<file path="src/hdl/rotation_matrix_to_quaternion_top_defines.svh">
// Assertion macros shared by the rotation matrix to quaternion block.
`ifndef ROTATION_MATRIX_TO_QUATERNION_TOP_DEFINES_SVH
`define ROTATION_MATRIX_TO_QUATERNION_TOP_DEFINES_SVH

// Check a property on every rising clock edge outside reset.
`define RMQ_ASSERT(lbl, prop) \
	lbl: assert property (@(posedge clk) disable iff (!arst_n) prop) \
		else $error("rmq assertion failed");

// Check that a condition never holds.
`define RMQ_NEVER(lbl, expr) \
	`RMQ_ASSERT(lbl, !(expr))

`endif

</file>
<file path="src/hdl/rmq_pkg.sv">
// Package with widths, codes and types of the rotation matrix to quaternion block.
`timescale 1ns / 1ps
package rmq_pkg;
	localparam int FRAC_BITS = 16;
	localparam int FW = 18;
	localparam int R_W = ((FW + 1 > FRAC_BITS) ? FW + 1 : FRAC_BITS) + 1;
	localparam int CW = R_W + 1;
	localparam int X_W = R_W + FRAC_BITS;
	localparam int SQ_STEPS = (X_W + 1) / 2;
	localparam int X_PAD = 2 * SQ_STEPS;
	localparam int S_W = SQ_STEPS;
	localparam int SR_W = S_W + 3;
	localparam int D_W = FW + 1;
	localparam int M_W = FW + 1;
	localparam int Q_W = FW;
	localparam int N_W = M_W + FRAC_BITS + 1;
	localparam int P_W = ((N_W > S_W + 1 + Q_W) ? N_W : S_W + 1 + Q_W) + 1;
	localparam int FIFO_DEPTH = 2;
	localparam int PTR_W = $clog2(FIFO_DEPTH);
	localparam int LATENCY = 4 + SQ_STEPS + Q_W;

	localparam logic [FW-1:0] OUT_MAX = {1'b0, {(FW-1){1'b1}}};
	localparam logic [FW-1:0] OUT_MIN = {1'b1, {(FW-1){1'b0}}};

	localparam logic [1:0] BR_TRACE = 2'd0;
	localparam logic [1:0] BR_X = 2'd1;
	localparam logic [1:0] BR_Y = 2'd2;
	localparam logic [1:0] BR_Z = 2'd3;

	localparam logic [1:0] C_X = 2'd0;
	localparam logic [1:0] C_Y = 2'd1;
	localparam logic [1:0] C_Z = 2'd2;
	localparam logic [1:0] C_W = 2'd3;

	typedef struct packed {
		logic [1:0] br;
		logic degen;
		logic [R_W-1:0] r;
		logic [3:0] neg;
		logic [3:0][M_W-1:0] mag;
	} front_t;
endpackage

</file>
<file path="src/hdl/rmq_front.sv">
// Front end: accepts a matrix, selects the branch and forms radicand and numerators.
`timescale 1ns / 1ps
module rmq_front (
	input logic clk,
	input logic arst_n,
	input logic start,
	input logic busy,
	input logic signed [rmq_pkg::FW-1:0] m11,
	input logic signed [rmq_pkg::FW-1:0] m12,
	input logic signed [rmq_pkg::FW-1:0] m13,
	input logic signed [rmq_pkg::FW-1:0] m21,
	input logic signed [rmq_pkg::FW-1:0] m22,
	input logic signed [rmq_pkg::FW-1:0] m23,
	input logic signed [rmq_pkg::FW-1:0] m31,
	input logic signed [rmq_pkg::FW-1:0] m32,
	input logic signed [rmq_pkg::FW-1:0] m33,
	output logic out_v,
	output rmq_pkg::front_t out_d
);
	localparam int CW = rmq_pkg::CW;
	localparam int D_W = rmq_pkg::D_W;

	logic signed [CW-1:0] e11, e12, e13, e21, e22, e23, e31, e32, e33;
	logic signed [CW-1:0] one, trace, r_full;
	logic signed [D_W-1:0] dv [4];
	logic [1:0] br;
	rmq_pkg::front_t nd;
	logic front_v_s1;
	rmq_pkg::front_t front_d_s1;

	always_comb begin
		e11 = CW'(m11); e12 = CW'(m12); e13 = CW'(m13);
		e21 = CW'(m21); e22 = CW'(m22); e23 = CW'(m23);
		e31 = CW'(m31); e32 = CW'(m32); e33 = CW'(m33);
		one = CW'(1) <<< rmq_pkg::FRAC_BITS;
		trace = e11 + e22 + e33;
		if (trace > 0) begin
			br = rmq_pkg::BR_TRACE;
			r_full = trace + one;
		end else if (e11 >= e22 && e11 >= e33) begin
			br = rmq_pkg::BR_X;
			r_full = one + e11 - e22 - e33;
		end else if (e22 > e33) begin
			br = rmq_pkg::BR_Y;
			r_full = one + e22 - e11 - e33;
		end else begin
			br = rmq_pkg::BR_Z;
			r_full = one + e33 - e11 - e22;
		end
		for (int c = 0; c < 4; c++) dv[c] = '0;
		case (br)
			rmq_pkg::BR_TRACE: begin
				dv[rmq_pkg::C_X] = D_W'(e23 - e32);
				dv[rmq_pkg::C_Y] = D_W'(e31 - e13);
				dv[rmq_pkg::C_Z] = D_W'(e12 - e21);
			end
			rmq_pkg::BR_X: begin
				dv[rmq_pkg::C_Y] = D_W'(e12 + e21);
				dv[rmq_pkg::C_Z] = D_W'(e13 + e31);
				dv[rmq_pkg::C_W] = D_W'(e23 - e32);
			end
			rmq_pkg::BR_Y: begin
				dv[rmq_pkg::C_X] = D_W'(e21 + e12);
				dv[rmq_pkg::C_Z] = D_W'(e32 + e23);
				dv[rmq_pkg::C_W] = D_W'(e31 - e13);
			end
			default: begin
				dv[rmq_pkg::C_X] = D_W'(e31 + e13);
				dv[rmq_pkg::C_Y] = D_W'(e32 + e23);
				dv[rmq_pkg::C_W] = D_W'(e12 - e21);
			end
		endcase
		nd.br = br;
		nd.degen = (r_full <= 0);
		nd.r = r_full[rmq_pkg::R_W-1:0];
		for (int c = 0; c < 4; c++) begin
			nd.neg[c] = dv[c][D_W-1];
			nd.mag[c] = dv[c][D_W-1] ? unsigned'(-dv[c]) : unsigned'(dv[c]);
		end
	end

	always_ff @(posedge clk or negedge arst_n) begin
		if (!arst_n) begin
			front_v_s1 <= 1'b0;
		end else begin
			front_v_s1 <= start && !busy;
		end
	end

	always_ff @(posedge clk) begin
		if (start && !busy) begin
			front_d_s1 <= nd;
		end
	end

	assign out_v = front_v_s1;
	assign out_d = front_d_s1;
endmodule

</file>
<file path="config.mk">
export PLATFORM = sky130hd
export DESIGN_NAME = rmq_front
export DESIGN_NICKNAME = d
export VERILOG_FILES = /design/src/hdl/rotation_matrix_to_quaternion_top_defines.svh /design/src/hdl/rmq_pkg.sv /design/src/hdl/rmq_front.sv
export SDC_FILE = /design/constraint.sdc
export NUM_CORES = 1
export LEC_CHECK = 0
export BUFFER_PORTS_ARGS = -buffer_cell sky130_fd_sc_hd__clkbuf_2
export CORE_MARGIN = 2
export CORE_UTILIZATION = 60
export CTS_CLUSTER_SIZE = 40
export DETAILED_ROUTE_END_ITERATION = 6
export PLACE_DENSITY_LB_ADDON = 0.2
export SYNTH_ARGS = -nofsm -noshare
export SYNTH_HDL_FRONTEND = slang
export SYNTH_SLANG_ARGS = --single-unit
</file>
<file path="constraint.sdc">
create_clock -name clk -period 1 [get_ports clk]
set_clock_uncertainty 0.05 [all_clocks]
set_input_delay 0.1 -clock clk [delete_from_list [all_inputs] [get_ports clk]]
set_output_delay 0.1 -clock clk [all_outputs]
set_load 0.01 [all_outputs]
</file>
==> results of run 1 <==
==> kinds of logic after synthesis <==
group           Yosys count  share of synthesized area (%)
buf+inv                 324                           6.60
flops                   104                           15.2
xor+xnor                195                           8.34
fa+ha+maj               424                           28.9
mux                      58                           2.96
compound gates          669                           22.1
simple gates            656                           15.8
==> metrics by stage <==
step	util (%)	area, um^2	cells	setup TNS [ns]	hold slack, ns
after floorplan	-	21000	2430	-494.84	-0.246
after global placement	88.4	29600	4013	-406.92	-0.175
after detailed placement	88.4	29600	4013	-427.53	-0.171
after CTS	91.7	30700	4058	-377.19	0.129
==> layer usage <==
layer | GRT overflow | global-route usage (%)
met1 | 19 | 85.6
met2 | 209 | 99.8
met3 | 14 | 79.7
met4 | 134 | 85.5
met5 | 4 | 54.1
==> timing repair <==
action | CTS
hold buffers | 2
pin swaps | 29
gates cloned | 4
buffers inserted | 25
gates resized for setup | 122
setup endpoints to repair | 207
hold endpoints to repair | 1
==> impl_metrics.json, run 1 <==
{
  "outcome": "stopped before the end",
  "stop_stage": "5_1_grt",
  "run.stop_error": "[ERROR GRT-0232] Routing congestion too high. Check the congestion heatmap in the GUI.",
  "port-buffer-count": 269,
  "netlist-cell-type-count": 102,
  "syn_inst": 2430,
  "die_width_um": 189,
  "cts_sinks": 104,
  "synth.ff_latch_count": 104,
  "worst_endpoint_kind": "register input",
  "grt_overflow_total": 380,
  "mappedNetlistNets": 3020,
  "number_of_clock_buffers_inserted_by_tritoncts": 9,
  "ys.warnings.count": 0,
  "ios": 270,
  "initial_core_util_pct": 61.1,
  "yosys-top-cells-area": "sky130_fd_sc_hd__ha_1, sky130_fd_sc_hd__edfxtp_1, sky130_fd_sc_hd__fa_1, sky130_fd_sc_hd__xnor2_1, sky130_fd_sc_hd__a21oi_1",
  "synthTopCellsByCount": "sky130_fd_sc_hd__ha_1, sky130_fd_sc_hd__inv_1, sky130_fd_sc_hd__nor2_1, sky130_fd_sc_hd__a21oi_1, sky130_fd_sc_hd__nand2_1",
  "clock_tree_root_driver_cell": "sky130_fd_sc_hd__clkbuf_16",
  "grt_start_max_net_pins": 27,
  "place_worst_setup_slack_ns": -4.54,
  "core.rowCount": 67,
  "synthDominantAreaCellType": "sky130_fd_sc_hd__ha_1",
  "gp_routability_congestion": 1.09,
  "ys.flop_type": "sky130_fd_sc_hd__edfxtp_1",
  "synth_top_area_share_pct": 20.9,
  "detailed_place_hpwl_mm": 72.9,
  "async_flop_share_pct": 0.962,
  "seq_area_frac_synth_pct": 15.2,
  "globalRouteTotalUtil_pct": 87.4,
  "cts-htree-levels": 3,
  "die_height_um": 189,
  "yosys.cell_count.top_type": "sky130_fd_sc_hd__ha_1",
  "avgSynthCellArea_um2": 8.43,
  "syn_area_um2": 20500,
  "buffers_from_clock_root_to_sink_at_most": 2,
  "repair-timing-grt-worst-ep": "out_d[16]$_DFFE_PP_/D",
  "synth_enable_flop_cells": 103
}
==> run 2: changes to the inputs <==
- CORE_UTILIZATION: 60 -> 40
- CTS_CLUSTER_SIZE: 40 -> default
- PLACE_DENSITY_LB_ADDON: 0.2 -> 0.15
==> impl_metrics.json, run 2 <==
{
  "violations": "setup timing",
  "synth.ff_latch_count": 104,
  "ys.warnings.count": 0,
  "gp_routability_congestion": 1.01,
  "stdcell_area_um2": 32800,
  "avgSynthCellArea_um2": 8.43,
  "crit_required_ns": 1.07,
  "dr.first_iter.drc_count": 1774,
  "place_worst_setup_slack_ns": -4.86,
  "setup_viol": 207,
  "synthDominantAreaCellType": "sky130_fd_sc_hd__ha_1",
  "max_frequency_mhz": 199,
  "seq_area_frac_synth_pct": 15.2,
  "timing.final.crit_period_ns": 5.04,
  "syn_area_um2": 20500,
  "path_max_fanout": 8,
  "hold_class": "in2reg",
  "placed_area_um2": 30300,
  "detail_route.wl_per_cell_um": 20.1,
  "vias_in_the_first_global_route": 23500,
  "timing.final.crit_share_pct": 504,
  "combinationalPowerShare_pct": 80.3,
  "cts_tree": "built",
  "grt_start_max_net_pins": 27,
  "floorplan.die_area_um2": 53000,
  "finalPower_w": 0.0564,
  "first_pass_grt_wire_length_mm": 134,
  "yosys-top-cells-area": "sky130_fd_sc_hd__ha_1, sky130_fd_sc_hd__edfxtp_1, sky130_fd_sc_hd__fa_1, sky130_fd_sc_hd__xnor2_1, sky130_fd_sc_hd__a21oi_1",
  "arrival_time_of_the_worst_setup_path_ns": 5.11,
  "core.rowCount": 82,
  "syn_inst": 2430,
  "ys.flop_type": "sky130_fd_sc_hd__edfxtp_1",
  "hold_viol_final": 0,
  "maxCapViolCount": 0,
  "ios": 270,
  "final_layout_size_suffix_gt1_share_pct": 44.0,
  "cp_common_cell": "sky130_fd_sc_hd__buf_4",
  "postLayoutSetupSlackWorst_ns": -4.04,
  "grt_overflow_total": 0,
  "worstSetupStartpointType": "input pin",
  "number_of_clock_buffers_inserted_by_tritoncts": 9,
  "num_antenna_cells": 0,
  "max_slew_violations": 0,
  "power-per-cell-area_nw_per_um2": 1720,
  "finalWirelength_mm": 88.2,
  "die_height_um": 230,
  "detailroute.via_count": 23400,
  "part_of_the_total_power_dissipated_in_the_clock_network_pct": 7.0,
  "cell_internal_power_w": 0.0308,
  "criticalPathCategory": "in2reg",
  "async_flop_share_pct": 0.962,
  "die_width_um": 230,
  "synth_top_area_share_pct": 20.9,
  "coreArea_um2": 50400,
  "synth_enable_flop_cells": 103,
  "worst_path_max_delay_cell": "sky130_fd_sc_hd__fa_1",
  "cts-htree-levels": 3,
  "mappedNetlistNets": 3020,
  "antenna_found_initial": 1,
  "drt_first_pass_iters": 6,
  "finish.net_count": 4303,
  "endpoint_kind": "register",
  "syn_to_final_growth_pct": 60.1,
  "timing.max_slew.rel_slack_pct": 39.8,
  "yosys.cell_count.top_type": "sky130_fd_sc_hd__ha_1",
  "p_leak_nw": 15.9,
  "layout.cells.most_common_list": "sky130_fd_sc_hd__buf_4, sky130_fd_sc_hd__ha_1, sky130_fd_sc_hd__clkbuf_2",
  "globalRouteTotalUtil_pct": 32.5,
  "setup_repair_after_global_routing_missed_its_margin": "yes",
  "worst_setup_hold_path_clk_slew_ns": 0.09,
  "post-route-drc-count": 0,
  "max_slew.worst_pin.slew_ns": 0.897,
  "initial_core_util_pct": 40.6,
  "clock_tree_root_driver_cell": "sky130_fd_sc_hd__clkbuf_16",
  "layout_commonest_cell": "sky130_fd_sc_hd__buf_4",
  "cts_sinks": 104,
  "vias_per_cell": 5.33,
  "outcome": "complete, but fails checks",
  "p_sw_w": 0.0256,
  "sw_frac_of_total_pct": 45.4,
  "largest_register_ff_count": 103,
  "critical_path.max_stage_delay_ns": 0.55,
  "port-buffer-count": 269,
  "synthTopCellsByCount": "sky130_fd_sc_hd__ha_1, sky130_fd_sc_hd__inv_1, sky130_fd_sc_hd__nor2_1, sky130_fd_sc_hd__a21oi_1, sky130_fd_sc_hd__nand2_1",
  "fin_worst_hold_slack_ns": 0.177,
  "netlist-cell-type-count": 102,
  "max-vdd-ir-drop_mv": 1.16,
  "seqPwrFrac_pct": 12.8,
  "buffers_from_clock_root_to_sink_at_most": 2,
  "detailed_place_hpwl_mm": 74.6,
  "postRouteAntennaNets": 0
}
-- run 2: cell counts after synthesis --
No cell type changed its count.
-- run 2: through the flow --
step                      setup TNS (ns)  cells  utilization [%]
final                            -390.46   4390             65.1
after global routing             -406.91   4390             65.1
after CTS                        -371.88   4367             63.5
after detailed placement         -428.69   4282             60.1
after global placement           -416.30   4282             60.1
after floorplan                  -494.84   2430                -
-- run 2: power by group through the flow --
stage	combinational, W	sequential [W]	clock (W)
4_1_cts	0.0417	0.00719	0.00393
6_report	0.0453	0.00719	0.00392
2_1_floorplan	0.0192	0.00750	0
5_1_grt	0.0482	0.00725	0.00409
3_5_place_dp	0.0378	0.00728	0
3_3_place_gp	0.0374	0.00729	0
-- run 2: cells by family (layout without fill, tap and decap cells) --
kind of cell	after synthesis	in the layout	synth area share, %
AO/OA/AOI/OAI	669	670	22.1
AND/OR/NAND/NOR	656	656	15.8
adder cells (fa/ha/maj)	424	424	28.9
buffers and inverters	324	1611	6.60
XOR/XNOR	195	195	8.34
flip-flops	104	104	15.2
multiplexers	58	58	2.96
-- run 2: critical path: cells and delay by family --
| family | cells | cell delay (ns) |
|---|---|---|
| and+or+nand+nor | 4 | 0.70 |
| adders and majority gates | 2 | 0.91 |
| xor gates and xnor gates | 1 | 0.11 |
| buffers and inverters | 12 | 1.69 |
| AOI/OAI and AO/OA | 7 | 1.59 |
-- run 2: final timing paths --
path                          from   endpoint  slack, ns  cells past startpoint
worst min-delay path          busy      out_v       0.18                      4
worst max-delay path       m11[10]  out_d[17]      -4.04                     26
max in group asynchronous   arst_n      out_v       0.30                      3
min in group asynchronous   arst_n      out_v       0.49                      3
-- run 2: area by class of cell --
cell class | instances | area, um^2
clock inverter | 7 | 88.8
timing repair buffer | 1364 | 10200
tap | 672 | 841
timing repair inverter | 1 | 7.51
inverter | 230 | 877
sequential | 104 | 3120
fill | 4347 | 17600
multi-input combinational | 2003 | 17400
clock buffer | 9 | 225
-- run 2: routing by layer --
| layer | vias up | routed length, um | global-route usage, % | share of wire [%] |
|---|---|---|---|---|
| met2 | 771 | 38600 | 50.9 | 44 |
| met5 | - | 0 | 0 | 0 |
| met4 | 0 | 1870 | 6.79 | 2.1 |
| met3 | 89 | 6080 | 5.44 | 6.9 |
| met1 | 11300 | 41700 | 46.6 | 47 |
| li1 | 11200 | - | - | - |
-- run 2: timing repair --
item / in CTS / in global routing
setup buffers: 65 / 35
hold endpoints to repair: 1 / 0
resized for setup: 186 / 142
pin swaps: 53 / 45
cloned: 6 / 3
endpoints found under the setup margin: 207 / 207
hold buffers: 2 / 0
No activity file was read; power rests on OpenSTA's default activity.
==> run 3: changes to the inputs <==
- CORE_UTILIZATION: 40 -> 60
- REMOVE_ABC_BUFFERS: default -> 1
==> impl_metrics.json, run 3 <==
{
  "async_flop_share_pct": 0.962,
  "grt_overflow_total": 32,
  "die_width_um": 189,
  "run.stop_error": "[ERROR GRT-0232] Routing congestion too high. Check the congestion heatmap in the GUI.",
  "grt_start_max_net_pins": 28,
  "synthDominantAreaCellType": "sky130_fd_sc_hd__ha_1",
  "stop_stage": "5_1_grt",
  "synthTopCellsByCount": "sky130_fd_sc_hd__ha_1, sky130_fd_sc_hd__inv_1, sky130_fd_sc_hd__nor2_1, sky130_fd_sc_hd__a21oi_1, sky130_fd_sc_hd__nand2_1",
  "clock_tree_root_driver_cell": "sky130_fd_sc_hd__clkbuf_16",
  "yosys-top-cells-area": "sky130_fd_sc_hd__ha_1, sky130_fd_sc_hd__edfxtp_1, sky130_fd_sc_hd__fa_1, sky130_fd_sc_hd__xnor2_1, sky130_fd_sc_hd__a21oi_1",
  "gp_routability_congestion": 1.05,
  "repair-timing-grt-worst-ep": "out_d[55]$_DFFE_PP_/D",
  "die_height_um": 189,
  "ios": 270,
  "synth_top_area_share_pct": 20.9,
  "buffers_from_clock_root_to_sink_at_most": 2,
  "avgSynthCellArea_um2": 8.43,
  "detailed_place_hpwl_mm": 69.4,
  "globalRouteTotalUtil_pct": 77.3,
  "yosys.cell_count.top_type": "sky130_fd_sc_hd__ha_1",
  "worst_endpoint_kind": "register input",
  "port-buffer-count": 269,
  "outcome": "stopped before the end",
  "seq_area_frac_synth_pct": 15.2,
  "synth.ff_latch_count": 104,
  "cts-htree-levels": 3,
  "initial_core_util_pct": 61.1,
  "netlist-cell-type-count": 102,
  "synth_enable_flop_cells": 103,
  "syn_inst": 2430,
  "ys.flop_type": "sky130_fd_sc_hd__edfxtp_1",
  "dp_cells": 3992,
  "cts_sinks": 104,
  "number_of_clock_buffers_inserted_by_tritoncts": 9,
  "ys.warnings.count": 0,
  "core.rowCount": 67,
  "syn_area_um2": 20500
}
run 3: cell counts after synthesis:
No cell type changed its count.
run 3: layer usage:
layer	overflow	GRT usage (%)
met4	18	76.6
met2	14	94.7
met3	0	63.3
met5	0	32.1
met1	0	75.9
run 3: per-stage QoR:
| step | setup WS [ns] | setup TNS, ns | area, um^2 |
|---|---|---|---|
| 2_1_floorplan | -8.72 | -1233.78 | 20000 |
| 3_3_place_gp | -4.42 | -419.83 | 29100 |
| 3_5_place_dp | -4.68 | -446.11 | 29100 |
| 4_1_cts | -4.06 | -384.89 | 30300 |
run 3: cell families after synthesis:
family | Yosys count | synth area share, %
DFF | 104 | 15.2
buffers and inverters | 324 | 6.60
muxes | 58 | 2.96
xor gates and xnor gates | 195 | 8.34
and+or+nand+nor | 656 | 15.8
adders and majority gates | 424 | 28.9
AOI/OAI and AO/OA | 669 | 22.1
run 3: timing repair:
item | 4_1_cts
setup endpoints to repair | 206
resized for setup | 159
pin swaps | 43
cloned | 1
buffers inserted | 25
hold endpoints to repair | 1
hold buffers | 2
