<file path="config.mk">
export PLATFORM = sky130hd
export DESIGN_NAME = rmq_fifo
export DESIGN_NICKNAME = d
export VERILOG_FILES = /design/src/hdl/rotation_matrix_to_quaternion_top_defines.svh /design/src/hdl/rmq_pkg.sv /design/src/hdl/rmq_fifo.sv
export SDC_FILE = /design/constraint.sdc
export NUM_CORES = 1
export LEC_CHECK = 0
export BUFFER_PORTS_ARGS = -buffer_cell sky130_fd_sc_hd__buf_2
export CORE_AREA = 3 3 134 136
export DETAILED_ROUTE_END_ITERATION = 10
export DIE_AREA = 0 0 137 139
export GPL_ROUTABILITY_DRIVEN = 0
export PLACE_DENSITY = 0.81
export SYNTH_ARGS = -nofsm -noshare
export SYNTH_HDL_FRONTEND = slang
export SYNTH_SLANG_ARGS = --single-unit
</file>
<file path="constraint.sdc">
create_clock -name clk -period 5.6 [get_ports clk]
set_input_delay 1.68 -clock clk [delete_from_list [all_inputs] [get_ports clk]]
set_output_delay 1.68 -clock clk [all_outputs]
set_load 0.03 [all_outputs]
</file>
<file path="src/hdl/rotation_matrix_to_quaternion_top_defines.svh">
// Assertion macros shared by the rotation matrix to quaternion block.
`ifndef ROTATION_MATRIX_TO_QUATERNION_TOP_DEFINES_SVH
`define ROTATION_MATRIX_TO_QUATERNION_TOP_DEFINES_SVH

// Check a property on every rising clock edge outside reset.
`define RMQ_ASSERT(lbl, prop) \
	lbl: assert property (@(posedge clk) disable iff (!arst_n) prop) \
		else $error("rmq assertion failed");

// Check that a condition never holds.
`define RMQ_NEVER(lbl, expr) \
	`RMQ_ASSERT(lbl, !(expr))

`endif

</file>
<file path="src/hdl/rmq_pkg.sv">
// Package with widths, codes and types of the rotation matrix to quaternion block.
`timescale 1ns / 1ps
package rmq_pkg;
	localparam int FRAC_BITS = 16;
	localparam int FW = 18;
	localparam int R_W = ((FW + 1 > FRAC_BITS) ? FW + 1 : FRAC_BITS) + 1;
	localparam int CW = R_W + 1;
	localparam int X_W = R_W + FRAC_BITS;
	localparam int SQ_STEPS = (X_W + 1) / 2;
	localparam int X_PAD = 2 * SQ_STEPS;
	localparam int S_W = SQ_STEPS;
	localparam int SR_W = S_W + 3;
	localparam int D_W = FW + 1;
	localparam int M_W = FW + 1;
	localparam int Q_W = FW;
	localparam int N_W = M_W + FRAC_BITS + 1;
	localparam int P_W = ((N_W > S_W + 1 + Q_W) ? N_W : S_W + 1 + Q_W) + 1;
	localparam int FIFO_DEPTH = 2;
	localparam int PTR_W = $clog2(FIFO_DEPTH);
	localparam int LATENCY = 4 + SQ_STEPS + Q_W;

	localparam logic [FW-1:0] OUT_MAX = {1'b0, {(FW-1){1'b1}}};
	localparam logic [FW-1:0] OUT_MIN = {1'b1, {(FW-1){1'b0}}};

	localparam logic [1:0] BR_TRACE = 2'd0;
	localparam logic [1:0] BR_X = 2'd1;
	localparam logic [1:0] BR_Y = 2'd2;
	localparam logic [1:0] BR_Z = 2'd3;

	localparam logic [1:0] C_X = 2'd0;
	localparam logic [1:0] C_Y = 2'd1;
	localparam logic [1:0] C_Z = 2'd2;
	localparam logic [1:0] C_W = 2'd3;

	typedef struct packed {
		logic [1:0] br;
		logic degen;
		logic [R_W-1:0] r;
		logic [3:0] neg;
		logic [3:0][M_W-1:0] mag;
	} front_t;
endpackage

</file>
<file path="src/hdl/rmq_fifo.sv">
// Short queue between the front end and the arithmetic back end.
`timescale 1ns / 1ps
module rmq_fifo (
	input logic clk,
	input logic arst_n,
	input logic push,
	input rmq_pkg::front_t in_d,
	input logic pop,
	output logic full,
	output logic empty,
	output rmq_pkg::front_t out_d
);
	localparam int PTR_W = rmq_pkg::PTR_W;

	rmq_pkg::front_t mem [rmq_pkg::FIFO_DEPTH];
	logic [PTR_W-1:0] wr_q, rd_q;
	logic [PTR_W:0] cnt_q;
	logic do_push, do_pop;

	assign full = (cnt_q == (PTR_W+1)'(rmq_pkg::FIFO_DEPTH));
	assign empty = (cnt_q == '0);
	assign do_pop = pop && !empty;
	assign do_push = push && (!full || do_pop);
	assign out_d = mem[rd_q];

	always_ff @(posedge clk or negedge arst_n) begin
		if (!arst_n) begin
			wr_q <= '0;
			rd_q <= '0;
			cnt_q <= '0;
		end else begin
			if (do_push) wr_q <= wr_q + 1'b1;
			if (do_pop) rd_q <= rd_q + 1'b1;
			if (do_push && !do_pop) cnt_q <= cnt_q + 1'b1;
			else if (do_pop && !do_push) cnt_q <= cnt_q - 1'b1;
		end
	end

	always_ff @(posedge clk) begin
		if (do_push) begin
			mem[wr_q] <= in_d;
		end
	end
endmodule

</file>
==> results of run 1 <==
[through the flow]
| step | hold slack [ns] | std cells | cell area, um2 | total power [mW] |
|---|---|---|---|---|
| finish | 0.5262 | 807 | 9819 | 5.576 |
| global placement | 0.5009 | 772 | 9183 | 4.286 |
| global route | 0.5580 | 807 | 9819 | 5.829 |
| detailed placement | 0.5271 | 772 | 9183 | 4.343 |
| CTS | 0.5359 | 806 | 9817 | 5.656 |
| floorplan | 0.4796 | 341 | 7893 | 3.870 |
[logic make-up (layout without fill, tap and decap cells)]
family / after synthesis / count (layout) / share of synthesized area
other cells: 0 / 1 / 0
buf+inv: 15 / 255 / 0.01586
compound gates: 2 / 2 / 0.001745
mux: 103 / 103 / 0.1756
simple gates: 5 / 5 / 0.002697
flops: 210 / 210 / 0.7970
xor+xnor: 5 / 5 / 0.005553
fa+ha+maj: 1 / 1 / 0.001586
[worst max-delay path, delay by kind of cell, from the launching register on]
| family | cells | cell delay, ns |
|---|---|---|
| DFF | 1 | 1.03 |
| muxes | 1 | 0.39 |
| buffers and inverters | 2 | 0.61 |
[power groups by stage]
stage | Sequential, mW | Clock [mW] | Combinational, mW
floorplan | 2.24 | 0 | 1.63
global placement | 2.32 | 0 | 1.97
detailed placement | 2.34 | 0 | 2.00
CTS | 2.31 | 1.34 | 2.01
global route | 2.34 | 1.40 | 2.08
finish | 2.30 | 1.30 | 1.98
[cell type report]
type	count	area share
diodes	1	0.0002548
clock buffers	24	0.05466
clock inverters	10	0.009939
inverters	3	0.001147
multi-input cells	116	0.1519
flip-flops and latches	210	0.6405
well taps	225	0.02867
repair buffers	218	0.1129
[cells in the mapped netlist, drive strengths merged]
cell / number
nor2: 4
ha: 1
buf: 12
nand2b: 1
dfrtp: 4
mux2: 103
edfxtp: 206
xor2: 2
o21ai: 2
xnor2: 3
inv: 3
[how the worst max path moves through the flow]
| stage | end | slack (ns) | cells past startpoint |
|---|---|---|---|
| after floorplan | mem[0][0]$_DFFE_PP_ | 0.74 | 2 |
| after global placement | out_d[70] | 1.92 | 3 |
| after detailed placement | out_d[94] | 1.84 | 3 |
| after CTS | out_d[94] | 1.31 | 3 |
| after global routing | out_d[81] | 1.24 | 3 |
| final | out_d[94] | 1.39 | 3 |
[state kept, by name (all words and copies together), names as in the netlist]
name and count:
mem 206, cnt_q 2, rd_q 1, wr_q 1
[per-layer routing]
metal | vias up | share of wire
met5 | - | 0.00092
met4 | 2 | 0.027
met3 | 33 | 0.079
met2 | 160 | 0.52
met1 | 1961 | 0.37
li1 | 1805 | -
==> results.json, run 1 <==
{
  "status": "completed",
  "worstHoldStart": "cnt_q[1]$_DFFE_PN0P_",
  "cp-startpoint": "rd_q$_DFFE_PN0N_",
  "cts_hold_buf": 0,
  "dieArea_mm2": 0.01904,
  "multi_input_area_mm2": 0.001491,
  "period_minus_slack_ns": 4.207,
  "die_h_um": 139,
  "post-place-ws_ns": 1.840,
  "p_switching_mw": 1.918,
  "grt_use_met1": 0.1657,
  "yosys.area.top_type": "edfxtp_1",
  "final_common_cell": "buf_2",
  "drt_iter0_markers": 188,
  "internal_power_mw": 3.658,
  "finalWirelength_um": 14150,
  "drv_cap": 0,
  "slew_violations": 0,
  "worst_slew_pin_slew_ns": 0.9067,
  "regToRegSetupSlack_ns": 3.34,
  "vias": 3961,
  "combPwrFrac": 0.355,
  "path_clk_slew_ns": 0.06,
  "portBuffers": 211,
  "final_cell_mix": "211 x buf_2, 206 x edfxtp_1, 60 x mux2_4, 43 x mux2_2, 21 x clkbuf_16",
  "grt_max_degree": 66,
  "clock_skew_ns": 0.008126,
  "post-dp-hpwl_um": 9613,
  "power.leakage_nw": 3.863,
  "synthCells": 341,
  "power_frac_clock": 0.233,
  "grt_pass1_vias": 4298,
  "grtUsageTotal": 0.1446,
  "worstPathCellList": "buf_4 > mux2_2 > buf_2",
  "end_kind": "output pin",
  "worst_slack_ns": 1.393,
  "yosysTopAreaCellShare": 0.7843,
  "slowest_stage": "dfrtp_4",
  "relSlewSlack": 0.3956,
  "peakVddDrop_uv": 348.9,
  "row_count": 48,
  "start_util": 0.4624,
  "dieWidth_um": 137,
  "max_stage_delay_ns": 1.03,
  "hold_viol_final": 0,
  "grt_pass1_wl_um": 21900,
  "viasPerCell": 4.908,
  "critical_path_required_ns": 3.92,
  "insertion_delay_ns": 0.48,
  "grt.met3_usage": 0.03882,
  "h-tree-depth": 1,
  "fin_util": 0.5757,
  "drive_gt1_frac": 0.6059,
  "max_freq_mhz": 237.7,
  "path_class": "flip-flop to output pin",
  "start_kind": "flip-flop",
  "finalCritPeriodShare": 0.7513,
  "synth.avg_cell_area_um2": 23.13,
  "worst-r2r-cell-count": 4,
  "min_path_type": "flip-flop to flip-flop",
  "hold_depth": 1,
  "numCtsBuffers": 21,
  "antenna_found_initial": 2,
  "postRouteAntennaNets": 0,
  "core_region_area_mm2": 0.01706,
  "swShare": 0.3440,
  "clock_sinks": 210,
  "synth.yosys.seq_area_share": 0.7970,
  "yosysWarnings": 0,
  "drc": 0,
  "areaGrowthSynthToFinish_pct": 24.49,
  "grt_busiest_layer": "met2",
  "wire_per_inst_um": 17.53,
  "cts_resized": 0,
  "ios": 212,
  "r2r_end": "mem[0][8]$_DFFE_PP_",
  "synth_cell_types": 15,
  "synth_nets": 449,
  "post-cts-setup-buffers": 0,
  "fillers": 1302,
  "setup_tns_ns": 0,
  "cts_tree": "built",
  "fin_nets": 678,
  "cts_root_buf": "clkbuf_16",
  "p_per_area_mw_per_mm2": 567.9,
  "netlist_area_mm2": 0.007888,
  "first_pass_iters": 4,
  "synth_area_leaders": "edfxtp_1 78%, mux2_4 11%, mux2_2 6.1%, dfrtp_1 1.3%, buf_6 1.0%",
  "seq_power_share": 0.413,
  "clk_path_buf_depth": 3,
  "r2r-start": "cnt_q[0]$_DFFE_PN0P_",
  "overflow": 0,
  "worstHoldEndpoint": "cnt_q[1]$_DFFE_PN0P_",
  "yosys_register_bits": 210,
  "worstPathMaxFanout": 52,
  "arrival_ns": 2.53,
  "rsz0062_at_grt": "false",
  "setup_viol_count_final": 0,
  "seq_area_mm2": 0.006290,
  "met2_usage": 0.2610
}
Power figures use the tool's default switching activity.
==> run 2: changes to the inputs <==
Settings changed: CORE_AREA 3 3 134 136 to 3 3 130 132, DIE_AREA 0 0 137 139 to 0 0 133 135, PLACE_DENSITY 0.81 to 0.82.
Clock period 5.6 ns to 4 ns, I/O delays scaled along.
==> run 2 against run 1 <==
Wire length rose by 1.1%; sequential share of layout area fell by 0.41 points; sequential power rose by 38%; via count fell by 0.81%; clock skew fell by 0.0017 ns; cell count fell by 0.74%; register-to-register slack got worse by 1.3 ns; critical path type unchanged; largest cell class unchanged.
==> results.json, run 2 (synthesized netlist as in run 1, its figures left out) <==
{
  "final_common_cell": "buf_2",
  "start_kind": "flip-flop",
  "drt_iter0_markers": 231,
  "postRouteAntennaNets": 0,
  "status": "completed",
  "finalCritPeriodShare": 0.8509,
  "post-dp-hpwl_um": 9598,
  "crit_family": "flip-flops",
  "cts_root_buf": "clkbuf_16",
  "worst_slack_ns": 0.5966,
  "arrival_ns": 2.20,
  "worstPathCellList": "buf_12 > mux2_2 > buf_2",
  "p_per_area_mw_per_mm2": 803.5,
  "final-instance-count-excl-fill": 801,
  "clock_sinks": 210,
  "drive_gt1_frac": 0.6034,
  "rsz0062_at_grt": "false",
  "dieArea_mm2": 0.01796,
  "fin_util": 0.6243,
  "drc": 0,
  "clk_path_buf_depth": 3,
  "seq_power_share": 0.400,
  "grt_max_degree": 71,
  "worstPathMaxFanout": 36,
  "path_clk_slew_ns": 0.06,
  "first_pass_iters": 4,
  "worst_slew_pin_slew_ns": 0.9462,
  "reg_top3": "mem x206, cnt_q x2",
  "row_count": 46,
  "wire_per_inst_um": 17.86,
  "path_class": "flip-flop to output pin",
  "end_kind": "output pin",
  "p_switching_mw": 2.719,
  "hold_viol_final": 0,
  "areaGrowthSynthToFinish_pct": 25.29,
  "peakVddDrop_uv": 518.5,
  "portBuffers": 211,
  "start_util": 0.4983,
  "slew_violations": 0,
  "clock_skew_ns": 0.006430,
  "h-tree-depth": 1,
  "internal_power_mw": 5.222,
  "regToRegSetupSlack_ns": 2.02,
  "min_path_type": "input port to asynchronous set/reset pin",
  "swShare": 0.3424,
  "fin_nets": 678,
  "placed_cells": 762,
  "power.leakage_nw": 3.901,
  "cts_resized": 0,
  "max_stage_delay_ns": 0.79,
  "antenna_cells": 0,
  "cts_hold_buf": 0,
  "period_minus_slack_ns": 3.403,
  "ios": 212,
  "core_region_area_mm2": 0.01583,
  "viasPerCell": 4.905,
  "max_freq_mhz": 293.8,
  "setup_viol_count_final": 0,
  "insertion_delay_ns": 0.49,
  "largest_reg_flops": 206,
  "post-place-ws_ns": 1.102,
  "combPwrFrac": 0.357,
  "overflow": 0,
  "relSlewSlack": 0.3692,
  "cts_tree": "built",
  "crit_buf_inv": 2,
  "post-cts-setup-buffers": 0,
  "top_register": "mem",
  "grt_pass1_wl_um": 21970,
  "die_h_um": 135,
  "power_frac_clock": 0.243,
  "dieWidth_um": 133,
  "finalWirelength_um": 14300,
  "final_cell_mix": "211 x buf_2, 206 x edfxtp_1, 60 x mux2_4, 43 x mux2_2, 23 x clkbuf_16",
  "finalPower_mw": 7.941,
  "grtUsageTotal": 0.1548,
  "critical_path_required_ns": 2.80,
  "numCtsBuffers": 22,
  "grt_pass1_vias": 4321,
  "drv_cap": 0,
  "slowest_stage": "dfrtp_4",
  "fillers": 1110,
  "vias": 3929,
  "antenna_found_initial": 1
}
[run 2: layout make-up]
type                    instances  area (um2)  share of cell area
flip-flops and latches        210        6290              0.6365
well taps                     216       270.3             0.02735
inverters                       3       11.26            0.001140
repair buffers                217        1126              0.1140
clock inverters                13       106.4             0.01076
multi-input cells             116        1491              0.1509
clock buffers                  26       586.8             0.05938
[run 2: routing by layer]
layer,share of wire,vias up,GRT usage
li1,-,1815,-
met1,0.38,1913,0.1752
met2,0.51,172,0.2788
met3,0.091,27,0.05328
met4,0.019,2,0.04446
met5,0.00091,-,0
[run 2: per-stage QoR]
step / TNS, ns / hold WS, ns / instance area (um2)
after global placement: 0 / 0.4994 / 9189
after floorplan: -78.78 / 0.4796 / 7893
final: 0 / 0.5120 / 9882
after detailed placement: 0 / 0.5034 / 9189
after CTS: 0 / 0.4901 / 9882
after global routing: 0 / 0.4951 / 9882
[run 2: final timing paths]
| kind | from | to | depth (start not counted) |
|---|---|---|---|
| max | rd_q$_DFFE_PN0N_ | out_d[79] | 3 |
| min in group clk | cnt_q[1]$_DFFE_PN0P_ | cnt_q[1]$_DFFE_PN0P_ | 1 |
| max in group asynchronous | arst_n | rd_q$_DFFE_PN0N_ | 1 |
| max reg2reg | cnt_q[0]$_DFFE_PN0P_ | mem[0][88]$_DFFE_PP_ | 4 |
| min reg2reg | cnt_q[1]$_DFFE_PN0P_ | cnt_q[1]$_DFFE_PN0P_ | 1 |
| min | arst_n | cnt_q[1]$_DFFE_PN0P_ | 1 |
[run 2: worst reg2reg max path, stage by stage, from the launching register on]
cell and delay [ns]:
dfrtp_1 0.42, nand2b_1 0.18, o21ai_2 0.12, nor2_4 0.10
buf_4 0.70
[run 2: power groups by stage]
stage / Combinational [mW] / Clock (mW) / Sequential, mW
4_1_cts: 2.88 / 1.99 / 3.19
5_1_grt: 2.98 / 2.07 / 3.23
3_5_place_dp: 2.86 / 0 / 3.23
3_3_place_gp: 2.83 / 0 / 3.19
2_1_floorplan: 2.28 / 0 / 3.13
6_report: 2.84 / 1.93 / 3.18
==> run 3: changes to the inputs <==
Settings changed: GPL_TIMING_DRIVEN from default to 0.
==> run 3 against run 2 <==
Flip-flop and latch count stayed put; cell count is 1.6% higher; wire length is 0.26% higher; first-iteration DRC count is 18% lower; sequential share of layout area is 1.0 points lower; critical path type unchanged; largest power group unchanged; highest routed layer is now met4.
==> results.json, run 3 (synthesized netlist as in run 1, its figures left out) <==
{
  "min_path_type": "input port to asynchronous set/reset pin",
  "relSlewSlack": 0.6849,
  "clock_skew_ns": 0.005646,
  "final_common_cell": "buf_2",
  "path_class": "flip-flop to output pin",
  "dieWidth_um": 133,
  "power.leakage_nw": 3.976,
  "core_region_area_mm2": 0.01583,
  "finalWirelength_um": 14340,
  "start_util": 0.4983,
  "dieArea_mm2": 0.01796,
  "peakVddDrop_uv": 478.5,
  "rsz0062_at_grt": "false",
  "die_h_um": 135,
  "arrival_ns": 1.80,
  "h-tree-depth": 1,
  "finalCritPeriodShare": 0.7499,
  "hold_viol_final": 0,
  "cts_tree": "built",
  "final_cell_mix": "215 x buf_2, 206 x edfxtp_1, 60 x mux2_4, 43 x mux2_2, 23 x clkbuf_16",
  "row_count": 46,
  "ios": 212,
  "cts_hold_buf": 0,
  "slew_violations": 0,
  "max_freq_mhz": 333.4,
  "cts_resized": 0,
  "drt_iter0_markers": 189,
  "portBuffers": 211,
  "placedInstanceArea_mm2": 0.009349,
  "finalPower_mw": 8.024,
  "design_area_mm2": 0.01004,
  "end_kind": "output pin",
  "overflow": 0,
  "top_register": "mem",
  "grt_use_met1": 0.1841,
  "wire_per_inst_um": 17.62,
  "insertion_delay_ns": 0.48,
  "status": "completed",
  "viasPerCell": 4.875,
  "period_minus_slack_ns": 3.000,
  "cts_root_buf": "clkbuf_16",
  "antenna_cells": 0,
  "drive_gt1_frac": 0.6087,
  "reg_top3": "mem x206, cnt_q x2",
  "numCtsBuffers": 22,
  "r2r-start": "cnt_q[0]$_DFFE_PN0P_",
  "drv_cap": 0,
  "clock_sinks": 210,
  "postRouteAntennaNets": 0,
  "worstPathMaxFanout": 10,
  "grt_pass1_vias": 4283,
  "fin_nets": 690,
  "post-dp-hpwl_um": 10220,
  "areaGrowthSynthToFinish_pct": 27.28,
  "grt_busiest_layer": "met2",
  "drc": 0,
  "largest_reg_flops": 206,
  "grt_pass1_wl_um": 22290,
  "met2_usage": 0.2833,
  "grtUsageTotal": 0.1565,
  "grt_max_degree": 36,
  "cp-startpoint": "rd_q$_DFFE_PN0N_",
  "post-cts-setup-buffers": 0,
  "p_per_area_mw_per_mm2": 799.2,
  "critical_path_required_ns": 2.80,
  "worst_slew_pin_slew_ns": 0.4715,
  "start_kind": "flip-flop",
  "first_pass_iters": 4,
  "clk_path_buf_depth": 3,
  "antenna_found_initial": 0,
  "vias": 3968,
  "path_clk_slew_ns": 0.06,
  "grt.met3_usage": 0.04881,
  "worst_slack_ns": 1.000,
  "post-place-ws_ns": 1.366,
  "setup_viol_count_final": 0
}
## run 3: cell types whose count changed in the layout (fill, tap and decap cells not counted), sizes merged
cell    delta
buf       +12
bufinv     -2
clkinv     -5
clkbuf     +8
## run 3: final cells by class
cell class | count | area [um2]
inverters | 3 | 11.26
multi-input cells | 116 | 1491
well taps | 216 | 270.3
clock buffers | 34 | 666.9
repair buffers | 217 | 1176
plain buffers | 12 | 113.9
fillers | 1095 | 5788
flip-flops and latches | 210 | 6286
clock inverters | 6 | 23.77
## run 3: final timing paths
check | end | slack (ns) | cells after the start
max in group asynchronous | rd_q$_DFFE_PN0N_ | 3.36 | 1
hold reg to reg | cnt_q[1]$_DFFE_PN0P_ | 0.54 | 1
setup reg to reg | mem[1][54]$_DFFE_PP_ | 2.10 | 5
setup / recovery | out_d[24] | 1.00 | 5
min in group clk | cnt_q[1]$_DFFE_PN0P_ | 0.54 | 1
hold / removal | wr_q$_DFFE_PN0N_ | 0.52 | 1
## run 3: metal layers
| metal | part of all wire | routed length [um] | up-vias |
|---|---|---|---|
| li1 | - | - | 1845 |
| met1 | 0.38 | 5407 | 1925 |
| met2 | 0.52 | 7481 | 176 |
| met3 | 0.085 | 1218 | 22 |
| met4 | 0.016 | 234 | 0 |
| met5 | 0 | 0 | - |
## run 3: through the flow
| step | util | setup TNS [ns] | instances | hold slack, ns |
|---|---|---|---|---|
| 2_1_floorplan | - | -78.78 | 341 | 0.4796 |
| 3_3_place_gp | 0.5825 | -353.04 | 768 | 0.4966 |
| 3_5_place_dp | 0.5907 | 0 | 774 | 0.5214 |
| 4_1_cts | 0.6343 | 0 | 814 | 0.4985 |
| 5_1_grt | 0.6343 | 0 | 814 | 0.4962 |
| 6_report | 0.6343 | 0 | 814 | 0.5183 |
## run 3: worst max-delay path, stage by stage, from the launching register on
cell     delay [ns]
dfrtp_1        0.34
buf_6          0.12
buf_8          0.16
buf_6          0.19
mux2_4         0.32
buf_2          0.18
## run 3: where the power goes
part | switching (mW) | leakage (nW) | internal [mW]
clock network | 0.729 | 0.338 | 1.14
logic | 1.88 | 1.67 | 1.19
registers | 0.121 | 1.97 | 2.97
